<file path="src/sv/ctfv_pkg.sv">
// ctfv_pkg: constants, arctangent table and shared types of the ctf value evaluator
// used by every module of the block but the port checker; depends on nothing
`timescale 1ns / 1ps
package ctfv_pkg;
   localparam int TrigIterationsDefault = 16;
   localparam int AtanTableLen = 24;
   localparam int RemWidth = 33;
   localparam int TrigWidth = 34;
   localparam int PhaseWidth = 54;
   localparam int KWidth = 31;
   localparam int CsrIndexWidth = 3;
   localparam int CsrDataWidth = 31;

   localparam logic [32:0] TwoPiQ30 = 33'd6746518852;
   localparam logic [32:0] PiQ30 = 33'd3373259426;
   localparam logic [32:0] HalfPiQ30 = 33'd1686629713;
   localparam logic [29:0] TwoOverPiQ30 = 30'd683565276;
   localparam logic [29:0] CordicGainQ30 = 30'd652032874;
   localparam logic signed [15:0] CtfConstNeg07 = -16'sd11469;
   localparam logic signed [15:0] CtfMax = 16'sd16384;

   localparam logic [29:0] AtanTable [AtanTableLen] = '{
      30'd843314856, 30'd497837829, 30'd263043836, 30'd133525158, 30'd67021686,
      30'd33543515, 30'd16775850, 30'd8388437, 30'd4194282, 30'd2097149,
      30'd1048575, 30'd524287, 30'd262143, 30'd131071, 30'd65535,
      30'd32767, 30'd16383, 30'd8191, 30'd4095, 30'd2047,
      30'd1023, 30'd511, 30'd255, 30'd127
   };

   typedef enum logic [CsrIndexWidth-1:0] {
      CsrWavelengthPi = 3'd0,
      CsrSphericalTerm = 3'd1,
      CsrDefocusMean = 3'd2,
      CsrDefocusHalfDiff = 3'd3,
      CsrAstigmatismAngle = 3'd4,
      CsrPhaseOffset = 3'd5,
      CsrLowResContrast = 3'd6
   } csr_index_type;

   typedef struct packed {
      logic [30:0] wavelength_pi;
      logic [27:0] spherical_term;
      logic [27:0] defocus_mean;
      logic [27:0] defocus_half_diff;
      logic [15:0] astigmatism_angle;
      logic [16:0] phase_offset;
      logic [14:0] low_res_contrast;
   } cfg_type;

   typedef struct packed {
      logic        const_sel;
      logic [15:0] freq_squared;
   } item_side_type;
endpackage

</file>
<file path="src/sv/ctfv_cordic.sv">
// ctfv_cordic: pipelined rotation-mode cordic, one iteration per stage
// takes an angle in [0, 2pi) q.30 and gives cos and sin q.30; depends on ctfv_pkg
`timescale 1ns / 1ps
module ctfv_cordic #(
   parameter int ITER = ctfv_pkg::TrigIterationsDefault,
   parameter int SW = 1
) (
   input  logic                                 clock,
   input  logic                                 reset,
   input  logic                                 en,
   input  logic                                 in_valid,
   input  logic [ctfv_pkg::RemWidth-1:0]        in_rem,
   input  logic [SW-1:0]                        in_side,
   output logic                                 out_valid,
   output logic signed [ctfv_pkg::TrigWidth-1:0] out_cos,
   output logic signed [ctfv_pkg::TrigWidth-1:0] out_sin,
   output logic [SW-1:0]                        out_side
);
   import ctfv_pkg::*;

   localparam int N = (ITER > AtanTableLen) ? AtanTableLen : ITER;
   localparam int ZW = 33;
   localparam logic signed [34:0] PiS = $signed(35'(PiQ30));
   localparam logic signed [34:0] TwoPiS = $signed(35'(TwoPiQ30));
   localparam logic signed [34:0] HalfPiS = $signed(35'(HalfPiQ30));

   logic                        vld_ff  [N+1];
   logic signed [TrigWidth-1:0] x_ff    [N+1];
   logic signed [TrigWidth-1:0] y_ff    [N+1];
   logic signed [ZW-1:0]        z_ff    [N+1];
   logic                        flip_ff [N+1];
   logic [SW-1:0]               side_ff [N+1];

   logic signed [34:0] ang_s;
   logic signed [34:0] z_in;
   logic               flip_in;

   logic                        out_vld_ff;
   logic signed [TrigWidth-1:0] cos_ff;
   logic signed [TrigWidth-1:0] sin_ff;
   logic [SW-1:0]               out_side_ff;

   // fold into [-pi/2, pi/2] and remember the half turn
   always_comb begin
      ang_s = $signed({2'b00, in_rem});
      if (ang_s >= PiS) begin
         ang_s = ang_s - TwoPiS;
      end
      z_in = ang_s;
      flip_in = 1'b0;
      if (ang_s > HalfPiS) begin
         z_in = ang_s - PiS;
         flip_in = 1'b1;
      end else if (ang_s < -HalfPiS) begin
         z_in = ang_s + PiS;
         flip_in = 1'b1;
      end
   end

   always_ff @(posedge clock) begin
      if (reset) begin
         vld_ff[0] <= 1'b0;
      end else if (en) begin
         vld_ff[0] <= in_valid;
      end
   end

   always_ff @(posedge clock) begin
      if (en) begin
         x_ff[0] <= $signed(TrigWidth'(CordicGainQ30));
         y_ff[0] <= '0;
         z_ff[0] <= z_in[ZW-1:0];
         flip_ff[0] <= flip_in;
         side_ff[0] <= in_side;
      end
   end

   for (genvar i = 0; i < N; i++) begin : g_iter
      localparam logic signed [ZW-1:0] AtanStep = $signed(ZW'(AtanTable[i]));
      logic signed [TrigWidth-1:0] dx;
      logic signed [TrigWidth-1:0] dy;

      assign dx = y_ff[i] >>> i;
      assign dy = x_ff[i] >>> i;

      always_ff @(posedge clock) begin
         if (reset) begin
            vld_ff[i+1] <= 1'b0;
         end else if (en) begin
            vld_ff[i+1] <= vld_ff[i];
         end
      end

      always_ff @(posedge clock) begin
         if (en) begin
            if (!z_ff[i][ZW-1]) begin
               x_ff[i+1] <= x_ff[i] - dx;
               y_ff[i+1] <= y_ff[i] + dy;
               z_ff[i+1] <= z_ff[i] - AtanStep;
            end else begin
               x_ff[i+1] <= x_ff[i] + dx;
               y_ff[i+1] <= y_ff[i] - dy;
               z_ff[i+1] <= z_ff[i] + AtanStep;
            end
            flip_ff[i+1] <= flip_ff[i];
            side_ff[i+1] <= side_ff[i];
         end
      end
   end

   always_ff @(posedge clock) begin
      if (reset) begin
         out_vld_ff <= 1'b0;
      end else if (en) begin
         out_vld_ff <= vld_ff[N];
      end
   end

   always_ff @(posedge clock) begin
      if (en) begin
         cos_ff <= flip_ff[N] ? -x_ff[N] : x_ff[N];
         sin_ff <= flip_ff[N] ? -y_ff[N] : y_ff[N];
         out_side_ff <= side_ff[N];
      end
   end

   assign out_valid = out_vld_ff;
   assign out_cos = cos_ff;
   assign out_sin = sin_ff;
   assign out_side = out_side_ff;
endmodule

</file>
<file path="config.mk">
export PLATFORM = sky130hd
export DESIGN_NAME = ctfv_cordic
export DESIGN_NICKNAME = d
export VERILOG_FILES = /design/src/sv/ctfv_pkg.sv /design/src/sv/ctfv_cordic.sv
export SDC_FILE = /design/constraint.sdc
export NUM_CORES = 2
export LEC_CHECK = 0
export BUFFER_PORTS_ARGS = -buffer_cell sky130_fd_sc_hd__buf_2
export CORE_ASPECT_RATIO = 1.75
export CORE_UTILIZATION = 64
export DETAILED_ROUTE_END_ITERATION = 16
export PLACE_DENSITY_LB_ADDON = 0.08
export SKIP_CTS_REPAIR_TIMING = 1
export SLEW_MARGIN = 20
export SYNTH_ARGS = -nofsm -noshare
export SYNTH_HDL_FRONTEND = slang
export SYNTH_SLANG_ARGS = --single-unit
export TNS_END_PERCENT = 30
</file>
<file path="constraint.sdc">
create_clock -name clock -period 18.4 [get_ports clock]
set_clock_uncertainty 0.2 [all_clocks]
set_input_delay 2.76 -clock clock [delete_from_list [all_inputs] [get_ports clock]]
set_output_delay 2.76 -clock clock [all_outputs]
set_load 0.005 [all_outputs]
</file>
==> reports/results.tsv <==
metric	value	unit
Initial Utilization	64.3	%
drt drc	0	
non-filler cells in the finished layout	16475	
share of cells above drive strength 1	4.83	%
crit share post-route	52.8	%
final net count	15183	
fin. max-slew vios	0	
Buffers on Ports	107	
Synth async-reset ratio	0	%
Synth Instances	13558	
syn_area_per_cell	9.73	sq um
RSZ-0062 raised after global routing	no	
Synth top area share	36.7	%
Synth Register Bits	1612	
Inst Count DP	16178	
Fmax	103	MHz
Worst Setup End Kind	flop	
H-tree levels	4	
Die ar.	208000	sq um
Setup TNS	0	ps
worst hold path class	flop to flop	
clk buf depth	4	
area of the multi-input gates	80700	sq um
Synth Warn #	0	
sequential fraction of the synthesis area	36.7	%
Worst-path clk slew	60	ps
R2R setup slack	11230	ps
total global routing overflow	0	
DRT iter0 DRCs	6834	
first-pass GRT wire length	573000	um
initial antenna violation count	10	
Worst R2R Path Depth	19	
max_cap viols	0	
Clock Latency Late Sink	870	ps
WHS Path Cells	0	
GP Congestion	1.00	
Critical Path Fanout Max	96	
Ports	108	
gr usage total	34.8	%
FILL cells	15674	
Worst Path Required	18790	ps
CTS Buf Count	167	
WL/cell	22.4	um
Detailed Place HPWL	292000	um
WS Path Type	input port to flop	
ANT nets after route	0	
Synth area leader	edfxtp_1	
max_slew headroom	12.4	%
Worst-Margin Slew	1300	ps
Root Buffer	clkbuf_16	
Routed WL	369000	um
FP Rows	220	
Die H	603	um
Final Hold Viols	0	
min cycle time layout	9720	ps
CTS tree	done	
largest net degree at the start of global routing	176	
status	complete, no violations	
CP arrival	10110	ps
EDFF count, synth	1611	
clock sinks	1612	
ys flop type	edfxtp_1	
vias per std cell	6.46	
synth unique cells	102	
fin area	141000	sq um
vias in the first global route	109343	
Finish-stage setup viols	0	
total number of vias	106410	
router iterations before antenna repair	7	
Synth area leaders	edfxtp_1 (37%), ha_1 (13%), xnor2_1 (9.0%), a21oi_1 (4.9%), xor2_1 (4.1%)	
Layout area overhead	6.86	%
Core ar.	205000	sq um
DP Area	136000	sq um
syn_nets	15058	
register area	48400	sq um
die width	345	um
Startpoint Class	input port	
synthesized area	132000	sq um
-- placed cells by master, fill, tap and decap left out, drive strengths merged, types with 30 or more instances in the layout --
| cell type | instances |
|---|---|
| edfxtp | 1611 |
| ha | 1418 |
| xnor2 | 1356 |
| a21oi | 1284 |
| nor2 | 1068 |
| nand2 | 764 |
| o21ai | 732 |
| xor2 | 617 |
| inv | 530 |
| a21o | 524 |
| nor3 | 375 |
| o21a | 250 |
| nand2b | 232 |
| nand3 | 218 |
| clkbuf | 192 |
| buf | 180 |
| nor2b | 175 |
| o21bai | 169 |
| o31ai | 137 |
| or3 | 137 |
| and3 | 133 |
| a211oi | 130 |
| a31oi | 123 |
| and2 | 107 |
| nand4 | 90 |
| nor4 | 90 |
| or2 | 82 |
| o41ai | 80 |
| o211ai | 69 |
| mux2i | 67 |
| clkinv | 60 |
| or4 | 51 |
| mux2 | 46 |
| a21boi | 45 |
| fa | 44 |
| a31o | 39 |
| o2111ai | 36 |
| o31a | 35 |
| a41oi | 30 |
-- through the flow --
step | worst slack, ps | hold slack [ps] | util [%]
2_1_floorplan | 10560 | 200 | -
3_3_place_gp | 8080 | 201 | 66.1
3_5_place_dp | 8040 | 205 | 66.1
4_1_cts | 8860 | 193 | 68.7
5_1_grt | 8300 | 197 | 68.8
6_report | 8680 | 193 | 68.8
-- layout make-up --
type / count / area share, %
Tap cell: 2664 / 2.36
Sequential cell: 1612 / 34.3
Antenna cell: 6 / 0.0106
Clock inverter: 99 / 0.787
Multi-Input combinational cell: 11195 / 57.2
Clock buffer: 192 / 3.06
Inverter: 527 / 1.40
Timing Repair Buffer: 180 / 0.815
-- synthesized netlist by cell type (169+ instances only) --
| master | number |
|---|---|
| edfxtp_1 | 1611 |
| ha_1 | 1418 |
| xnor2_1 | 1356 |
| a21oi_1 | 1280 |
| nor2_1 | 1068 |
| nand2_1 | 763 |
| o21ai_0 | 729 |
| xor2_1 | 617 |
| a21o_1 | 524 |
| inv_1 | 519 |
| nor3_1 | 375 |
| o21a_1 | 250 |
| nand2b_1 | 232 |
| nand3_1 | 218 |
| nor2b_1 | 175 |
| o21bai_1 | 169 |
-- critical path, stage by stage --
cell and delay, ps:
buf_12 420, buf_4 550, buf_4 620, nand2_2 420, inv_1 190, buf_4 400, a21oi_1 100, xnor2_1 150
ha_1 370, a2111oi_0 810, o211ai_1 350, a311oi_1 590, nor2b_1 150, o41ai_1 940, a211oi_1 280, nor2_1 180
a21oi_1 110, a21o_1 190, a21oi_1 200, xnor2_1 80
-- registers in the layout (all words and copies together) (netlist names) --
name       count
side_ff       17
out_side       1
y_ff         511
out_cos       34
out_valid      1
out_sin       34
x_ff         484
z_ff         496
vld_ff        17
flip_ff       17
-- kinds of logic (layout without fill, tap and decap cells) --
kind of cell	count (synthesis)	count (layout)	share of synthesized area, %
buf+inv	751	998	2.18
compound gates	4002	4002	19.5
simple gates	3645	3645	13.5
other cells	0	6	0
fa+ha+maj	1462	1462	14.1
flops	1612	1612	36.7
xor+xnor	1973	1973	13.1
mux	113	113	0.901
-- worst paths after layout --
kind                                  from     endpoint
worst min register to register  side_ff[2]   side_ff[3]
worst max-delay path                    en  y_ff[5][32]
worst max register to register  x_ff[4][9]  y_ff[5][32]
worst min-delay path            side_ff[2]   side_ff[3]
-- per-layer routing --
layer / global-route usage [%] / part of all wire [%]
met1: 29.8 / 31
met2: 67.9 / 54
met3: 4.63 / 3.9
met4: 32.8 / 11
met5: 0 / 0.0054
Power is left out: the tool's default activity adds up to more than one toggle a clock period on the data nets, which glitch-free logic cannot reach.
