$ cat src/sv/ctfv_pkg.sv
// ctfv_pkg: constants, arctangent table and shared types of the ctf value evaluator
// used by every module of the block but the port checker; depends on nothing
`timescale 1ns / 1ps
package ctfv_pkg;
   localparam int TrigIterationsDefault = 16;
   localparam int AtanTableLen = 24;
   localparam int RemWidth = 33;
   localparam int TrigWidth = 34;
   localparam int PhaseWidth = 54;
   localparam int KWidth = 31;
   localparam int CsrIndexWidth = 3;
   localparam int CsrDataWidth = 31;

   localparam logic [32:0] TwoPiQ30 = 33'd6746518852;
   localparam logic [32:0] PiQ30 = 33'd3373259426;
   localparam logic [32:0] HalfPiQ30 = 33'd1686629713;
   localparam logic [29:0] TwoOverPiQ30 = 30'd683565276;
   localparam logic [29:0] CordicGainQ30 = 30'd652032874;
   localparam logic signed [15:0] CtfConstNeg07 = -16'sd11469;
   localparam logic signed [15:0] CtfMax = 16'sd16384;

   localparam logic [29:0] AtanTable [AtanTableLen] = '{
      30'd843314856, 30'd497837829, 30'd263043836, 30'd133525158, 30'd67021686,
      30'd33543515, 30'd16775850, 30'd8388437, 30'd4194282, 30'd2097149,
      30'd1048575, 30'd524287, 30'd262143, 30'd131071, 30'd65535,
      30'd32767, 30'd16383, 30'd8191, 30'd4095, 30'd2047,
      30'd1023, 30'd511, 30'd255, 30'd127
   };

   typedef enum logic [CsrIndexWidth-1:0] {
      CsrWavelengthPi = 3'd0,
      CsrSphericalTerm = 3'd1,
      CsrDefocusMean = 3'd2,
      CsrDefocusHalfDiff = 3'd3,
      CsrAstigmatismAngle = 3'd4,
      CsrPhaseOffset = 3'd5,
      CsrLowResContrast = 3'd6
   } csr_index_type;

   typedef struct packed {
      logic [30:0] wavelength_pi;
      logic [27:0] spherical_term;
      logic [27:0] defocus_mean;
      logic [27:0] defocus_half_diff;
      logic [15:0] astigmatism_angle;
      logic [16:0] phase_offset;
      logic [14:0] low_res_contrast;
   } cfg_type;

   typedef struct packed {
      logic        const_sel;
      logic [15:0] freq_squared;
   } item_side_type;
endpackage

$ cat src/sv/ctfv_mod2pi.sv
// ctfv_mod2pi: pipelined reduction of a signed q.30 angle into [0, 2pi)
// two restoring compare and subtract steps per stage; depends on ctfv_pkg
`timescale 1ns / 1ps
module ctfv_mod2pi #(
   parameter int STEPS = 4,
   parameter int W = 35,
   parameter int SW = 1
) (
   input  logic                           clock,
   input  logic                           reset,
   input  logic                           en,
   input  logic                           in_valid,
   input  logic signed [W-1:0]            in_value,
   input  logic [SW-1:0]                  in_side,
   output logic                           out_valid,
   output logic [ctfv_pkg::RemWidth-1:0]  out_rem,
   output logic [SW-1:0]                  out_side
);
   import ctfv_pkg::*;

   localparam int RW = RemWidth + STEPS;
   localparam int NS = (STEPS + 1) / 2;
   localparam logic [RW-1:0] TwoPiW = RW'(TwoPiQ30);
   localparam logic [RW-1:0] Offset = TwoPiW << (STEPS - 1);

   logic          vld_ff  [NS+1];
   logic [RW-1:0] rem_ff  [NS+1];
   logic [SW-1:0] side_ff [NS+1];
   logic [RW-1:0] rem_in;

   // offset by a multiple of 2pi so the value is never negative
   assign rem_in = {{(RW-W){in_value[W-1]}}, in_value} + Offset;

   always_ff @(posedge clock) begin
      if (reset) begin
         vld_ff[0] <= 1'b0;
      end else if (en) begin
         vld_ff[0] <= in_valid;
      end
   end

   always_ff @(posedge clock) begin
      if (en) begin
         rem_ff[0] <= rem_in;
         side_ff[0] <= in_side;
      end
   end

   for (genvar s = 0; s < NS; s++) begin : g_stage
      logic [RW-1:0] step_in;

      always_comb begin
         step_in = rem_ff[s];
         for (int k = 0; k < 2; k++) begin
            if (STEPS - 1 - 2*s - k >= 0) begin
               if (step_in >= (TwoPiW << (STEPS - 1 - 2*s - k))) begin
                  step_in = step_in - (TwoPiW << (STEPS - 1 - 2*s - k));
               end
            end
         end
      end

      always_ff @(posedge clock) begin
         if (reset) begin
            vld_ff[s+1] <= 1'b0;
         end else if (en) begin
            vld_ff[s+1] <= vld_ff[s];
         end
      end

      always_ff @(posedge clock) begin
         if (en) begin
            rem_ff[s+1] <= step_in;
            side_ff[s+1] <= side_ff[s];
         end
      end
   end

   assign out_valid = vld_ff[NS];
   assign out_rem = rem_ff[NS][RemWidth-1:0];
   assign out_side = side_ff[NS];
endmodule

$ cat config.mk
export PLATFORM = sky130hd
export DESIGN_NAME = ctfv_mod2pi
export DESIGN_NICKNAME = d
export VERILOG_FILES = /design/src/sv/ctfv_pkg.sv /design/src/sv/ctfv_mod2pi.sv
export SDC_FILE = /design/constraint.sdc
export NUM_CORES = 1
export LEC_CHECK = 0
export BUFFER_PORTS_ARGS = -buffer_cell sky130_fd_sc_hd__clkbuf_2
export CAP_MARGIN = 15
export CORE_MARGIN = 2
export CORE_UTILIZATION = 40
export CTS_CLUSTER_SIZE = 24
export DETAILED_ROUTE_END_ITERATION = 8
export PLACE_DENSITY = 0.57
export SKIP_CTS_REPAIR_TIMING = 1
export SYNTH_ARGS = -nofsm -noshare
export SYNTH_HDL_FRONTEND = slang
export SYNTH_SLANG_ARGS = --single-unit
$ cat constraint.sdc
create_clock -name clock -period 13.7 [get_ports clock]
set_input_delay 1.37 -clock clock [delete_from_list [all_inputs] [get_ports clock]]
set_output_delay 1.37 -clock clock [all_outputs]
set_load 0.03 [all_outputs]
==> flow_metrics.tcl, run 1 <==
set metrics [dict create \
    cts_tree "yes" \
    synth.net_count 1192 \
    fp.dieW_um 161 \
    min_path_type "flop to flop" \
    num_vias 8445 \
    fillerInstances 2416 \
    start_util_pct 40.7 \
    min_to "side_ff[0][1]" \
    nets 1182 \
    ys_async_sr_fraction_pct 0 \
    synth.avg_cell_area_um2 8.64 \
    place_inst 1440 \
    reg2reg_depth 14 \
    cp-end-kind "flop" \
    finalCriticalPeriod_ns 6.18 \
    setup_viol 0 \
    seq_area_mm2 0.00339 \
    clock-sinks 113 \
    rsz0062_at_grt "no" \
    drc 0 \
    leakage_nw 3.88 \
    core_mm2 0.0243 \
    r2r-end "rem_ff[0][48]" \
    antenna_found_initial 0 \
    path_clk_slew_ns 0.06 \
    slew_viol_final 0 \
    synth_area_leaders "edfxtp_1, xnor2_1, nor2_1" \
    cts_root_buf "clkbuf_16" \
    grt_pass1_wl_mm 40.3 \
    critPathRequiredTime_ns 13.85 \
    layout.cells.non_filler 1472 \
    final.setup.worst_slack_ns 7.52 \
    synth_edf_count 113 \
    power_density_mw_per_mm2 167 \
    worstPathArrival_ns 6.34 \
    ant_nets 0 \
    skew_ns 0.0107 \
    syn-cell-area_mm2 0.00989 \
    clkLatencyLatePin_ns 0.42 \
    antennaDiodeCount 0 \
    synth_cells 1145 \
    hold_viol 0 \
    max-cap-violations 0 \
    cts_max_path_buffers 2 \
    ys_types 88 \
    via_per_inst 5.74 \
    reg2reg_from "rem_ff[0][5]" \
    hpwl_mm 18.3 \
    globalRouteOverflowTotal 0 \
    cp-start-kind "flop" \
    worst_pin_slew_ns 1.11 \
    cts_made_buffers 17 \
    drive_above_1_share_pct 12.2 \
    worstHoldStart "side_ff[0][0]" \
    yosysWarnings 0 \
    vdd_drop_max_mv 0.0845 \
    fmax_mhz 162 \
    track_usage_pct 19.2 \
    max-slew-margin-rel_pct 25.5 \
    grt_max_degree 77 \
    h-tree-depth 4 \
    num_io_pins 75 \
    post_drt_wl_per_cell_um 16.6 \
    rows 57 \
    grt_pass1_vias 7789 \
    ys_ff_latch 113 \
    worstSetupPathType "flop to flop" \
    r2r_setup_slack_ns 7.52 \
    wl_mm 24.5 \
    p_total_mw 1.79 \
    finish.utilization_pct 44.1 \
    outcome "finished, final reports clean" \
    path_max_fanout 33 \
    gp_congestion 0.909 \
    port-buffer-count 74 \
    synthFlopType "edfxtp_1" \
    ys_seq_area_share_pct 34.3 \
    fp.dieH_um 161 \
    pre_cts_ws_ns 7.64 \
    synth_top_cell_area_share_pct 34.3 \
    whs_path_depth 0 \
    finalCritPeriodShare_pct 45.1 \
    yosysTopAreaCell "edfxtp_1" \
    first_pass_iters 5 \
    first_iter_violations 728 \
    setup_tns_ns 0 \
    area_growth_syn_to_layout_pct 8.41 \
    multiInputGateArea_mm2 0.00582 \
    dieArea_mm2 0.0260 \
]
==> state kept, by name (all words and copies together) (netlist names) <==
name     count
vld_ff       3
side_ff      3
rem_ff     107
==> layer usage <==
metal | track usage [%] | share of wire, %
met5 | 0 | 0
met4 | 7.14 | 2.5
met3 | 3.36 | 5.5
met2 | 30.3 | 45
met1 | 26.4 | 47
==> cells in the final DEF (no fill, tap or decap), types with 6 or more instances in the layout <==
cell type / count
a211oi_1: 13
a21oi_1: 44
a31oi_1: 29
and2_1: 19
and3_1: 27
buf_4: 6
clkbuf_16: 17
clkbuf_2: 73
edfxtp_1: 113
ha_1: 7
inv_1: 26
mux2i_1: 10
nand2_1: 104
nand2b_1: 12
nand3_1: 31
nand4_1: 18
nor2_1: 107
nor2b_1: 13
nor3_1: 32
nor3b_1: 8
nor4_1: 16
nor4b_1: 6
o2111ai_1: 6
o211ai_1: 20
o21a_1: 16
o21ai_0: 53
o21bai_1: 6
o31ai_1: 12
or2_2: 6
or3_1: 14
or4_1: 9
xnor2_1: 104
xor2_1: 43
==> critical path, stage by stage, from the launching register on <==
cell	delay (ns)
edfxtp_1	0.51
inv_1	0.16
ha_1	0.36
nor3b_1	0.44
o211ai_1	0.24
and2_1	0.28
nand2_1	0.60
nand2_1	0.85
mux2i_1	0.55
a211oi_1	0.18
or4_4	0.58
a21oi_4	0.19
or3_1	0.53
o21ai_0	0.24
xor2_1	0.19
==> synth_stat cells, drive strengths merged (17+ instances only) <==
master  number
nor2       107
inv         26
buf         51
xor2        43
xnor2      104
and3        27
edfxtp     113
and2        19
nor3        34
o211ai      20
o21ai       58
clkbuf      57
nand4       18
nand3       31
a21oi       48
a31oi       29
nand2      104
nor4        17
==> layout make-up <==
type / count / area share [%]
Clock buffer: 18 / 4.00
Inverter: 26 / 0.910
Multi-Input combinational cell: 898 / 54.3
Sequential cell: 113 / 31.6
Timing Repair Buffer: 79 / 3.83
Clock inverter: 14 / 1.52
Tap cell: 324 / 3.78
==> metrics by stage <==
| step | hold slack [ns] | instance area, µm² |
|---|---|---|
| 3_5_place_dp | 0.406 | 10100 |
| 5_1_grt | 0.422 | 10700 |
| 2_1_floorplan | 0.400 | 9890 |
| 4_1_cts | 0.420 | 10700 |
| 6_report | 0.417 | 10700 |
| 3_3_place_gp | 0.407 | 10100 |
==> worst max-delay path by stage <==
stage / from / end / slack (ns) / cells past startpoint
2_1_floorplan: rem_ff[0][5] / rem_ff[0][69] / 8.68 / 23
3_3_place_gp: rem_ff[0][5] / rem_ff[0][57] / 7.86 / 14
3_5_place_dp: rem_ff[0][5] / rem_ff[0][45] / 7.64 / 14
4_1_cts: rem_ff[0][5] / rem_ff[0][45] / 7.62 / 14
5_1_grt: rem_ff[0][5] / rem_ff[0][48] / 6.94 / 14
6_report: rem_ff[0][5] / rem_ff[0][48] / 7.52 / 14
==> power by group <==
group	internal (mW)	switching, mW
sequential	0.504	0.0914
clock	0.285	0.171
combinational	0.289	0.451
==> cells by family after synthesis <==
| group | after synthesis | share of synthesized area [%] |
|---|---|---|
| flops | 113 | 34.3 |
| mux | 11 | 1.13 |
| buf+inv | 134 | 6.81 |
| xor+xnor | 147 | 13.0 |
| compound gates | 283 | 20.0 |
| fa+ha+maj | 7 | 0.885 |
| simple gates | 450 | 23.8 |
Power figures use the tool's default switching activity.
==> inputs of run 2 (changes only) <==
Settings changed: PLACE_DENSITY 0.57 to 0.59.
Clock period 13.7 ns to 5.33 ns, I/O delays scaled along.
==> flow_metrics.tcl, run 2 (synthesized netlist as in run 1, its figures left out) <==
set metrics [dict create \
    outcome "finished, final reports clean" \
    drc 0 \
    fillerInstances 2404 \
    vdd_drop_max_mv 0.242 \
    via_per_inst 5.66 \
    num_vias 8499 \
    fp.dieW_um 161 \
    core_mm2 0.0243 \
    path_buf_inv 2 \
    num_io_pins 75 \
    first_pass_iters 5 \
    regMostFlops "rem_ff" \
    seq_area_mm2 0.00339 \
    cts_max_path_buffers 2 \
    multiInputGateArea_mm2 0.00584 \
    power_density_mw_per_mm2 419 \
    fmax_mhz 200 \
    path_max_fanout 16 \
    r2r_setup_slack_ns 0.33 \
    skew_ns 0.00998 \
    setup_tns_ns 0 \
    pre_cts_ws_ns 0.263 \
    reg.largest.list "rem_ff: 107 flops, side_ff: 3 flops, vld_ff: 3 flops" \
    finalCriticalPeriod_ns 5.00 \
    cp-end-kind "flop" \
    rows 57 \
    largest_register_ff_count 107 \
    gp_congestion 0.931 \
    layout_commonest_cell "edfxtp_1" \
    port-buffer-count 74 \
    grt_pass1_wl_mm 40.0 \
    clock-sinks 113 \
    cp_slowest_cell "edfxtp_1" \
    cts_tree "yes" \
    post_drt_wl_per_cell_um 16.3 \
    first_iter_violations 733 \
    hold_viol 0 \
    crit_chain "inv_1, ha_1, nor3b_2, o211ai_1, and2_1, nand2_1, nand2_1, buf_4, a32o_1, nor4_1, nand4_1, nor4_4, nor3_2, or3_1, xnor2_1" \
    wl_mm 24.4 \
    cpPeakStageDelay_ns 0.51 \
    max-slew-margin-rel_pct 23.4 \
    h-tree-depth 4 \
    max-cap-violations 0 \
    grt_pass1_vias 7793 \
    area_growth_syn_to_layout_pct 10.6 \
    slew_viol_final 0 \
    setup_viol 0 \
    nets 1213 \
    antennaDiodeCount 0 \
    worstSetupPathType "flop to flop" \
    path_clk_slew_ns 0.06 \
    critical_path.top_delay_family "simple AND/OR/NAND/NOR gates" \
    track_usage_pct 19.0 \
    leakage_nw 4.02 \
    fp.dieH_um 161 \
    start_util_pct 40.7 \
    critPathRequiredTime_ns 5.50 \
    path_common_cell "nand2_1" \
    worst_pin_slew_ns 1.14 \
    min_path_type "input pin to flop" \
    worstPathArrival_ns 5.16 \
    cts_root_buf "clkbuf_16" \
    globalRouteOverflowTotal 0 \
    ant_nets 0 \
    antenna_found_initial 0 \
    final_cell_mix "edfxtp_1, nor2_1, nand2_1, xnor2_1, clkbuf_2" \
    cp-start-kind "flop" \
    cts_made_buffers 17 \
    rsz0062_at_grt "no" \
    dieArea_mm2 0.0260 \
    finalCritPeriodShare_pct 93.7 \
    grt_max_degree 76 \
    clkLatencyLatePin_ns 0.42 \
    final.setup.worst_slack_ns 0.334 \
    drive_above_1_share_pct 14.6 \
    hpwl_mm 18.6 \
]
## run 2: cell types whose count changed in the layout (fill, tap and decap cells not counted), sizes merged
cell,change
buf,+31
bufinv,-1
inv,-3
clkinv,+2
## run 2: where the power goes
part,leakage (nW),switching (mW),internal (mW)
clock network,0.266,0.411,0.675
registers,1.11,0.223,1.30
logic,2.64,1.19,0.786
## run 2: through the flow
stage               cell area, µm²  instances  hold WS [ns]  utilization [%]  total power [mW]
floorplan                     9890       1145         0.400                -              3.14
global placement             10400       1471         0.405             42.7              3.48
detailed placement           10400       1471         0.405             42.7              3.49
CTS                          10900       1501         0.270             44.9              4.60
global route                 10900       1501         0.272             45.0              4.87
finish                       10900       1501         0.285             45.0              4.58
## run 2: layout make-up
class,count,share of cell area (%)
repair buffers,110,5.99
inverters,26,0.892
flip-flops and latches,113,31.0
multi-input cells,898,53.4
clock inverters,12,1.10
clock buffers,18,3.92
well taps,324,3.70
## run 2: final timing paths
path,end,cells past startpoint,start
worst max register to register,rem_ff[0][52],15,rem_ff[0][5]
worst min-delay path,rem_ff[0][2],1,in_value[2]
worst min register to register,side_ff[0][1],0,side_ff[0][0]
worst max-delay path,rem_ff[0][52],15,rem_ff[0][5]
## run 2: metal layers
layer  routed length [µm]  global-route usage, %  share of wire (%)
met1                11200                   26.3                 46
met2                11200                   30.2                 46
met3                 1470                   2.80                6.0
met4                  572                   6.94                2.3
met5                    0                      0                  0
==> inputs of run 3 (changes only) <==
Settings changed: CELL_PAD_IN_SITES_DETAIL_PLACEMENT from default to 1, CELL_PAD_IN_SITES_GLOBAL_PLACEMENT from default to 2, CORE_UTILIZATION 40 to 35, PLACE_DENSITY 0.59 to 0.79, REMOVE_ABC_BUFFERS from default to 1.
==> flow_metrics.tcl, run 3 (synthesized netlist as in run 1, its figures left out) <==
set metrics [dict create \
    power_density_mw_per_mm2 420 \
    slew_viol_final 0 \
    rows 61 \
    core_mm2 0.0278 \
    start_util_pct 35.6 \
    layout_commonest_cell "edfxtp_1" \
    hpwl_mm 21.8 \
    antennaDiodeCount 0 \
    leakage_nw 4.12 \
    first_pass_iters 5 \
    worstSetupPathType "flop to flop" \
    cts_made_buffers 17 \
    dpl_cell_area_mm2 0.0106 \
    reg2reg_from "rem_ff[0][61]" \
    min_path_type "input pin to flop" \
    globalRouteOverflowTotal 0 \
    startpoint "rem_ff[0][61]" \
    wl_mm 28.1 \
    met3_usage_pct 2.61 \
    final_cell_mix "edfxtp_1, nor2_1, nand2_1, xnor2_1, clkbuf_2" \
    worstPathArrival_ns 5.10 \
    critPathRequiredTime_ns 5.49 \
    worst_pin_slew_ns 0.877 \
    dieArea_mm2 0.0296 \
    worst_hold_slack_ns 0.288 \
    grt_util_met2_pct 33.3 \
    port-buffer-count 74 \
    fp.dieH_um 172 \
    fp.dieW_um 172 \
    setup_viol 0 \
    num_vias 8681 \
    min_to "rem_ff[0][1]" \
    rsz0062_at_grt "no" \
    cp-start-kind "flop" \
    grt_pass1_wl_mm 45.4 \
    cp_slowest_cell "or4b_2" \
    cp-end-kind "flop" \
    max-slew-margin-rel_pct 41.2 \
    place_inst 1546 \
    reg.largest.list "rem_ff: 107 flops, side_ff: 3 flops, vld_ff: 3 flops" \
    ant_nets 0 \
    fmax_mhz 202 \
    fin_area_mm2 0.0112 \
    outcome "finished, final reports clean" \
    grt_pass1_vias 8595 \
    cts_tree "yes" \
    finalCriticalPeriod_ns 4.95 \
    path_clk_slew_ns 0.06 \
    drive_above_1_share_pct 16.2 \
    cts_root_buf "clkbuf_16" \
    grt_max_degree 50 \
    vdd_drop_max_mv 0.199 \
    track_usage_pct 19.3 \
    skew_ns 0.0146 \
    clock-sinks 113 \
    gp_congestion 0.859 \
    first_iter_violations 703 \
    setup_tns_ns 0 \
    cts_max_path_buffers 2 \
    num_io_pins 75 \
    r2r-end "rem_ff[0][90]" \
    via_per_inst 5.50 \
    path_max_fanout 10 \
    finalCritPeriodShare_pct 92.8 \
    hold_viol 0 \
    regMostFlops "rem_ff" \
    r2r_setup_slack_ns 0.38 \
    area_growth_syn_to_layout_pct 13.3 \
    post_drt_wl_per_cell_um 17.8 \
    largest_register_ff_count 107 \
    h-tree-depth 4 \
    finish.utilization_pct 40.3 \
    antenna_found_initial 0 \
    gr-usage-met1_pct 25.6 \
    cpPeakStageDelay_ns 0.64 \
    clkLatencyLatePin_ns 0.42 \
    busiest_layer "met2" \
    crit_chain "or4_4, nor3_2, nand3_1, and3_1, buf_4, or4b_2, a32oi_1, nand4_1, and4b_1, o21a_1, nor4b_1, o21a_1, o211ai_1" \
    nets 1234 \
    drc 0 \
    path_common_cell "o21a_1" \
    reg2reg_depth 13 \
    layout.cells.non_filler 1578 \
    worstHoldStart "in_value[1]" \
    whs_path_depth 1 \
    max-cap-violations 0 \
]
-- run 3: how the worst max path moves through the flow --
stage                         end  slack [ns]
global placement    rem_ff[0][52]        0.23
CTS                 rem_ff[0][44]        0.08
global route        rem_ff[0][44]        0.03
detailed placement  rem_ff[0][44]        0.11
floorplan           rem_ff[0][69]        0.45
finish              rem_ff[0][90]        0.38
-- run 3: final cells by class --
class	instances	area, µm²
tap	378	473
inverter	26	97.6
clock buffer	18	429
fill	3342	16600
timing repair buffer	131	838
sequential	113	3390
clock inverter	14	141
multi-input combinational	898	5830
-- run 3: metal layers --
layer  share of wire [%]  vias to the layer above
met3                 3.0                       21
met2                  48                      168
met1                  48                     4205
met4                 1.1                        0
li1                    -                     4287
met5                   0                        -
-- run 3: power breakdown --
group	total (mW)	leakage [nW]	internal [mW]	switching [mW]
Clock	1.12	0.263	0.684	0.438
Sequential	1.48	1.11	1.29	0.187
Combinational	2.10	2.75	0.821	1.28
Total	4.70	4.12	2.80	1.90
-- run 3: through the flow --
step | total power, mW | worst slack (ns)
2_1_floorplan | 2.96 | 0.448
3_3_place_gp | 3.56 | 0.234
3_5_place_dp | 3.60 | 0.114
4_1_cts | 4.74 | 0.0847
5_1_grt | 5.01 | 0.0304
6_report | 4.70 | 0.384
-- run 3: worst max-delay path: cells and delay by family, from the launching register on --
family          cells  cell delay (ns)
compound gates      4             0.79
simple gates        8             3.13
buf+inv             1             0.24
flops               1             0.52
